--- config.mk ---
export PLATFORM = sky130hd
export DESIGN_NAME = ptw_update
export DESIGN_NICKNAME = d
export VERILOG_FILES = /design/src/hdl/ptw_pkg.sv /design/src/hdl/ptw_update.sv
export SDC_FILE = /design/constraint.sdc
export NUM_CORES = 1
export LEC_CHECK = 0
export ABC_AREA = 0
export BUFFER_PORTS_ARGS = -buffer_cell sky130_fd_sc_hd__buf_2
export CAP_MARGIN = 20
export CORE_UTILIZATION = 39
export DETAILED_ROUTE_END_ITERATION = 12
export GPL_ROUTABILITY_DRIVEN = 0
export PLACE_DENSITY = 0.87
export SYNTH_ARGS = -nofsm -noshare
export SYNTH_HDL_FRONTEND = slang
export SYNTH_SLANG_ARGS = --single-unit
--- constraint.sdc ---
create_clock -name vclk -period 2.2
set_input_delay 0.44 -clock vclk [all_inputs]
set_output_delay 0.44 -clock vclk [all_outputs]
set_load 0.01 [all_outputs]
--- src/hdl/ptw_pkg.sv ---
// ----------------------------------------------------------------------------
// ptw_pkg: shared types and constants of the two-level page table engine
// Entry layout, operation and status codes, and the update request/result
// structs passed between the controller and the update logic.
// ----------------------------------------------------------------------------
`default_nettype none

package ptw_pkg;

    localparam int DIR_ENTRIES_DEF = 16;
    localparam int PAGE_SHIFT      = 12;
    localparam int PG_W            = 10;
    localparam int PAGES_PER_TABLE = 1 << PG_W;
    localparam int OFFSET_W        = 12;
    localparam int FRAME_W         = 20;
    localparam int DIR_LSB         = 22;
    localparam int ENTRY_W         = 23;

    typedef enum logic [1:0] {
        FN_MAP       = 2'd0,
        FN_REMAP     = 2'd1,
        FN_FREE      = 2'd2,
        FN_TRANSLATE = 2'd3
    } t_func;

    typedef enum logic [1:0] {
        ST_OK       = 2'd0,
        ST_MAPPED   = 2'd1,
        ST_NO_TABLE = 2'd2,
        ST_RANGE    = 2'd3
    } t_status;

    // page entry as stored in memory
    typedef struct packed {
        logic               user;
        logic               writable;
        logic               present;
        logic [FRAME_W-1:0] frame;
    } t_pte;

    // everything the update logic needs for one item
    typedef struct packed {
        t_func               func;
        logic                dir_ok;
        logic                tbl_hit;
        t_pte                entry;
        logic [FRAME_W-1:0]  frame;
        logic                we;
        logic                ua;
        logic [OFFSET_W-1:0] offset;
    } t_upd_req;

    // what the update logic decides
    typedef struct packed {
        logic        wr_en;
        t_pte        wr_data;
        logic        set_table;
        logic [31:0] phys;
        t_status     status;
    } t_upd_res;

endpackage

`default_nettype wire

--- src/hdl/ptw_update.sv ---
// ----------------------------------------------------------------------------
// ptw_update: per-item modify logic
// Given the operation, the directory lookup and the entry read from memory,
// decides the write-back, the directory update and the result.
// ----------------------------------------------------------------------------
`default_nettype none

module ptw_update (
    input  wire ptw_pkg::t_upd_req i_req,
    output ptw_pkg::t_upd_res      o_res
);
    import ptw_pkg::*;

    always_comb begin
        o_res           = '0;
        o_res.status    = ST_OK;
        o_res.wr_data   = i_req.entry;
        if (!i_req.dir_ok) begin
            o_res.status = ST_RANGE;
        end else begin
            unique case (i_req.func)
                FN_MAP: begin
                    // table is created even when the entry is already there
                    o_res.set_table = 1'b1;
                    if (i_req.entry.present) begin
                        o_res.status = ST_MAPPED;
                    end else begin
                        o_res.wr_en            = 1'b1;
                        o_res.wr_data.frame    = i_req.frame;
                        o_res.wr_data.present  = 1'b1;
                        o_res.wr_data.writable = i_req.we;
                        o_res.wr_data.user     = i_req.ua;
                    end
                end
                FN_REMAP: begin
                    if (!i_req.tbl_hit) begin
                        o_res.status = ST_NO_TABLE;
                    end else begin
                        // flags kept, even on an entry that is not present
                        o_res.wr_en         = 1'b1;
                        o_res.wr_data.frame = i_req.frame;
                    end
                end
                FN_FREE: begin
                    if (!i_req.tbl_hit) begin
                        o_res.status = ST_NO_TABLE;
                    end else begin
                        o_res.wr_en   = 1'b1;
                        o_res.wr_data = '0;
                    end
                end
                FN_TRANSLATE: begin
                    if (!i_req.tbl_hit) begin
                        o_res.status = ST_NO_TABLE;
                    end else begin
                        o_res.phys = {i_req.entry.frame, i_req.offset};
                    end
                end
                default: begin
                    o_res.status = ST_OK;
                end
            endcase
        end
    end

endmodule

`default_nettype wire

* Word-level counts from Yosys, hierarchy flattened
Cells that the tools add are included.
** Word-level totals
- Register bits :: 0
- Input bits :: 61
- Output and inout port bits :: 59
- Logic and storage cells :: 20
** Cells by class
- Equal/unequal tests :: 3
- Muxes and demuxes :: 15
- Reduce and logical (&&, ||, !) cells :: 2
** Operator list (count)
- $mux 32 :: 2
- $pmux 20 s3 :: 1
- $mux 57 :: 1
- $mux 24 :: 2
- $mux 20 :: 1
- $pmux 3 s2 :: 1
- $eq 2x2->1 const B :: 2
- $mux 2 :: 2
- $pmux 2 s2 :: 1
- $mux 1 :: 3
- $pmux 1 s3 :: 1
- $reduce_or 3->1 :: 1
- $eq 2x1->1 const B :: 1
- $logic_not 2->1 :: 1

* Logic depth before layout (Yosys ltp)
Gate-level depths: netlist (run 1).
- Word-level depth :: 4
- Mapped depth :: 6

* Worst setup path after synthesis (run 1)
OpenSTA, ideal clock, no wires.
- Path type :: input port to output port
- Start :: input i_req[59] (netlist bit)
- End :: output o_res[55] (netlist bit)
- Data arrival time :: 1.283 ns
- Required time :: 1.760 ns
- Path slack :: 0.477 ns
- Cell stages on the path :: 5
- Path buffers :: 3
- Path through :: buf_4 buf_4 buf_2 nor2_1 a21o_1
** RTL lines
- start: declaration :: line ptw_update.sv:9 : input wire ptw_pkg::t_upd_req i_req,
- end: declaration :: line ptw_update.sv:10 : output ptw_pkg::t_upd_res o_res

==> results of run 1 <==
report_power, final:
part	internal (mW)	switching, mW
Clock	0	0
Combinational	0.146	0.157
Sequential	0	0
cell usage in the layout (no fill, tap or decap), drive strengths merged, types with 2 or more instances in the layout:
cell type	netlist	layout
nand2	26	26
buf	13	129
nand2b	20	20
nor2	4	4
a21oi	19	19
and2	32	32
o21ai	6	6
mux2i	2	2
a311oi	18	18
a21o	19	19
inv	4	4
a22o	2	2
nor2b	2	2
area by class of cell:
cell class	instances	area, µm²	share of cell area (%)
inverter	4	15.01	0.8889
timing repair buffer	129	680.7	40.30
tap	30	37.54	2.222
multi-input combinational	152	955.9	56.59
logic make-up after synthesis:
kind of cell / after synthesis / synth area share [%]
multiplexers: 2 / 1.876
AO/OA/AOI/OAI: 65 / 43.61
buffers and inverters: 21 / 10.43
AND/OR/NAND/NOR: 85 / 44.08
metrics by stage:
step	utilization, %	cells	setup WS (ns)	power, mW	hold slack [ns]
floorplan	-	173	0.4771	0.1680	0.9951
global placement	66.96	315	0.3068	0.2964	1.163
detailed placement	66.96	315	0.2397	0.3024	1.165
CTS	66.96	315	0.2431	0.3038	1.165
global route	66.96	315	0.1637	0.3338	1.176
finish	66.96	315	0.2496	0.3029	1.163
metal layers:
metal,track usage (%),vias up,share of wire [%]
li1,-,835,-
met1,26.38,745,42
met2,43.90,77,51
met3,1.111,0,7.6
met4,1.282,0,0
met5,0,-,0
Yosys cell counts, drive strengths merged:
master / n
a22o: 2
o21a: 1
clkbuf: 4
a311oi: 18
buf: 13
o21ai: 6
inv: 4
and2: 32
nor2b: 2
a21oi: 19
nand2b: 20
a21o: 19
nor2: 4
nand2: 26
mux2i: 2
nor3: 1
worst min path at each step:
stage,cells past startpoint,end,slack [ns]
4_1_cts,3,o_res[12],1.16
6_report,3,o_res[12],1.16
3_5_place_dp,3,o_res[12],1.17
2_1_floorplan,2,o_res[0],1.0
5_1_grt,3,o_res[3],1.18
3_3_place_gp,3,o_res[12],1.16
==> flow_summary.json, run 1 <==
{
  "required_ns": 1.76,
  "cp_top_family": "buffers and inverters",
  "cp.depth": 6,
  "gr-total-overflow": 0,
  "synth_warnings": 0,
  "cp-end-kind": "output port",
  "finalHoldViolations": 0,
  "ir_worst_vdd_mv": 0.1300,
  "timing.fmax_ghz": 0.5127,
  "max-cap-violations": 0,
  "portBuffers": 120,
  "ctsResizeCount": 0,
  "rsz0062_at_grt": "no",
  "synth.area.top_cells": "and2_1, a311oi_1, a21o_1",
  "synth_top_area_share_pct": 18.76,
  "synth.largest_area_cell": "and2_1",
  "drt_iter0_markers": 26,
  "grt_pass1_vias": 1247,
  "postCtsHoldBufs": 0,
  "post_dp_cell_area_um2": 1689,
  "nets": 348,
  "crit_end": "o_res[44]",
  "setup_violations": 0,
  "powerDensity_nw_per_um2": 179.3,
  "nFlopsAndLatches": 0,
  "fin_area_um2": 1689,
  "fin_setup_tns_ns": 0,
  "slew_headroom_pct": 79.59,
  "criticalPathCategory": "in -> out",
  "cellLeakagePower_nw": 1.028,
  "cp.arrival_ns": 1.51,
  "period_minus_slack_ns": 1.950,
  "max_stage_delay_ns": 0.30,
  "regArea_um2": 0,
  "routed_wl_um": 3660,
  "synth_cells": 173,
  "final_antenna_net_count": 0,
  "num_rows": 18,
  "crit_path_frequent_cell": "buf_2",
  "routed_via_density": 5.260,
  "syn-cell-area_um2": 1067,
  "slowest_stage": "a311oi_1",
  "wl_per_cell_um": 11.62,
  "ys_types": 23,
  "place_hpwl_um": 2944,
  "clock_buffers": 0,
  "vias": 1657,
  "synth-seq-area-share_pct": 0,
  "first_pass_iters": 4,
  "grtUsageTotal_pct": 22.03,
  "path_max_fanout": 39,
  "grt_pass1_wl_um": 5050,
  "hold_path_startpoint": "i_req[10]",
  "worst_pin_slew_ns": 0.3057,
  "antenna_found_initial": 0,
  "postCtsSetupRepairBufs": 0,
  "path_cells": "buf_2 -> buf_4 -> nand2b_1 -> a311oi_1 -> a21o_1 -> buf_2",
  "status": "completed",
  "initial_core_util_pct": 42.31,
  "die_area_um2": 2950,
  "startpoint": "i_req[57]",
  "layout-drive-gt1-share_pct": 47.37,
  "synth_nets": 234,
  "worstPathBufferInverterCount": 3,
  "coreArea_um2": 2522,
  "min_path_type": "in -> out",
  "syn_to_final_growth_pct": 58.26,
  "diodes": 0,
  "fin_crit_sh_pct": 88.66,
  "grt_max_degree": 40,
  "final.fill_count": 252,
  "boundaryPins": 120,
  "die_height_um": 54.31,
  "synth_area_per_cell_um2": 6.169,
  "die_width_um": 54.31,
  "worstSetupStartpointType": "input pin",
  "maxSlewViolCount": 0,
  "drc_errors": 0
}
(Power assumes the default switching activity.)
==> run 2, diff against run 1 <==
Settings changed: CELL_PAD_IN_SITES_DETAIL_PLACEMENT set to 0, CELL_PAD_IN_SITES_GLOBAL_PLACEMENT set to 1, CORE_UTILIZATION 39 to 23, PLACE_DENSITY 0.87 to 0.86.
==> run 2 against run 1 <==
Clock-buffer cell count unchanged. Critical endpoint is now o_res[53]. Sequential share of layout area unchanged. Via count down 2.3%. Flip-flop and latch count unchanged. Fmax down 0.74%. Wire length up 7.0%. Die area up 67%. Global-route usage down 7.1 points. Final cell count up 6.3%.
==> flow_summary.json, run 2 (synthesis results as in run 1) <==
{
  "die_area_um2": 4917,
  "rsz0062_at_grt": "no",
  "cellLeakagePower_nw": 1.013,
  "nFlopsAndLatches": 0,
  "initial_core_util_pct": 24.18,
  "drc_errors": 0,
  "layout-drive-gt1-share_pct": 47.00,
  "max-cap-violations": 0,
  "powerDensity_nw_per_um2": 176.6,
  "fin_area_um2": 1689,
  "postCtsSetupRepairBufs": 0,
  "clock_buffers": 0,
  "boundaryPins": 120,
  "vias": 1619,
  "min_path_type": "in -> out",
  "period_minus_slack_ns": 1.965,
  "fin_util_pct": 38.27,
  "grt_pass1_wl_um": 6417,
  "regArea_um2": 0,
  "slew_headroom_pct": 65.66,
  "worst_pin_slew_ns": 0.5132,
  "pre_cts_slack_ns": 0.2296,
  "cp-end-kind": "output port",
  "routed_wl_um": 3915,
  "routed_via_density": 4.833,
  "worstSetupStartpointType": "input pin",
  "wl_per_cell_um": 11.69,
  "postCtsHoldBufs": 0,
  "die_width_um": 70.12,
  "status": "completed",
  "grt_max_degree": 33,
  "criticalPathCategory": "in -> out",
  "final.fill_count": 492,
  "setup_violations": 0,
  "grt_pass1_vias": 1452,
  "grtUsageTotal_pct": 14.97,
  "final_cell_mix": "buf_2, and2_1, nand2_1",
  "fin_setup_tns_ns": 0,
  "timing.fmax_ghz": 0.5089,
  "post_dp_cell_area_um2": 1689,
  "place_hpwl_um": 3081,
  "drt_iter0_markers": 51,
  "fin_ws_ns": 0.2350,
  "finalHoldViolations": 0,
  "ctsResizeCount": 0,
  "ir_worst_vdd_mv": 0.09609,
  "maxSlewViolCount": 0,
  "nets": 346,
  "die_height_um": 70.12,
  "portBuffers": 120,
  "num_rows": 24,
  "gr-total-overflow": 0,
  "antenna_found_initial": 0,
  "multi_input_area_um2": 955.9,
  "cp.arrival_ns": 1.52,
  "fin_crit_sh_pct": 89.32,
  "required_ns": 1.76,
  "diodes": 0,
  "coreArea_um2": 4414,
  "final_common_cell": "buf_2",
  "final_antenna_net_count": 0,
  "syn_to_final_growth_pct": 58.26,
  "first_pass_iters": 4,
  "path_max_fanout": 21
}
[run 2: changes by cell type in the layout (fill, tap and decap cells not counted)]
cell,change
buf_12,-1
buf_4,-1
[run 2: cell type report]
cell class	count	area share, %
Tap cell	52	3.852
Timing Repair Buffer	127	38.67
Multi-Input combinational cell	152	56.59
Inverter	4	0.8889
[run 2: routing by layer]
layer / track usage (%) / vias up / part of all wire [%]
met5: 0 / - / 0
met4: 0 / 0 / 0
met3: 0.8658 / 0 / 7.3
met2: 28.63 / 76 / 48
met1: 19.36 / 711 / 44
li1: - / 832 / -
[run 2: final timing paths]
kind                  depth (start not counted)       from   endpoint
worst max-delay path                          6  i_req[59]  o_res[53]
worst min-delay path                          3   i_req[3]   o_res[5]
[run 2: worst max-delay path: stages]
cell	delay, ns
buf_2	0.14
buf_4	0.26
o21ai_0	0.15
nand2b_1	0.15
mux2i_1	0.22
buf_2	0.16
[run 2: where the power goes]
part           total (mW)  internal, mW  switching [mW]
registers               0             0               0
clock network           0             0               0
logic               0.298         0.141           0.158
[run 2: through the flow]
| step | hold slack, ns | instances | power, mW |
|---|---|---|---|
| after global placement | 1.164 | 335 | 0.2971 |
| after floorplan | 0.9951 | 173 | 0.1680 |
| final | 1.164 | 335 | 0.2983 |
| after detailed placement | 1.163 | 335 | 0.2999 |
| after global routing | 1.175 | 335 | 0.3293 |
| after CTS | 1.163 | 335 | 0.3013 |
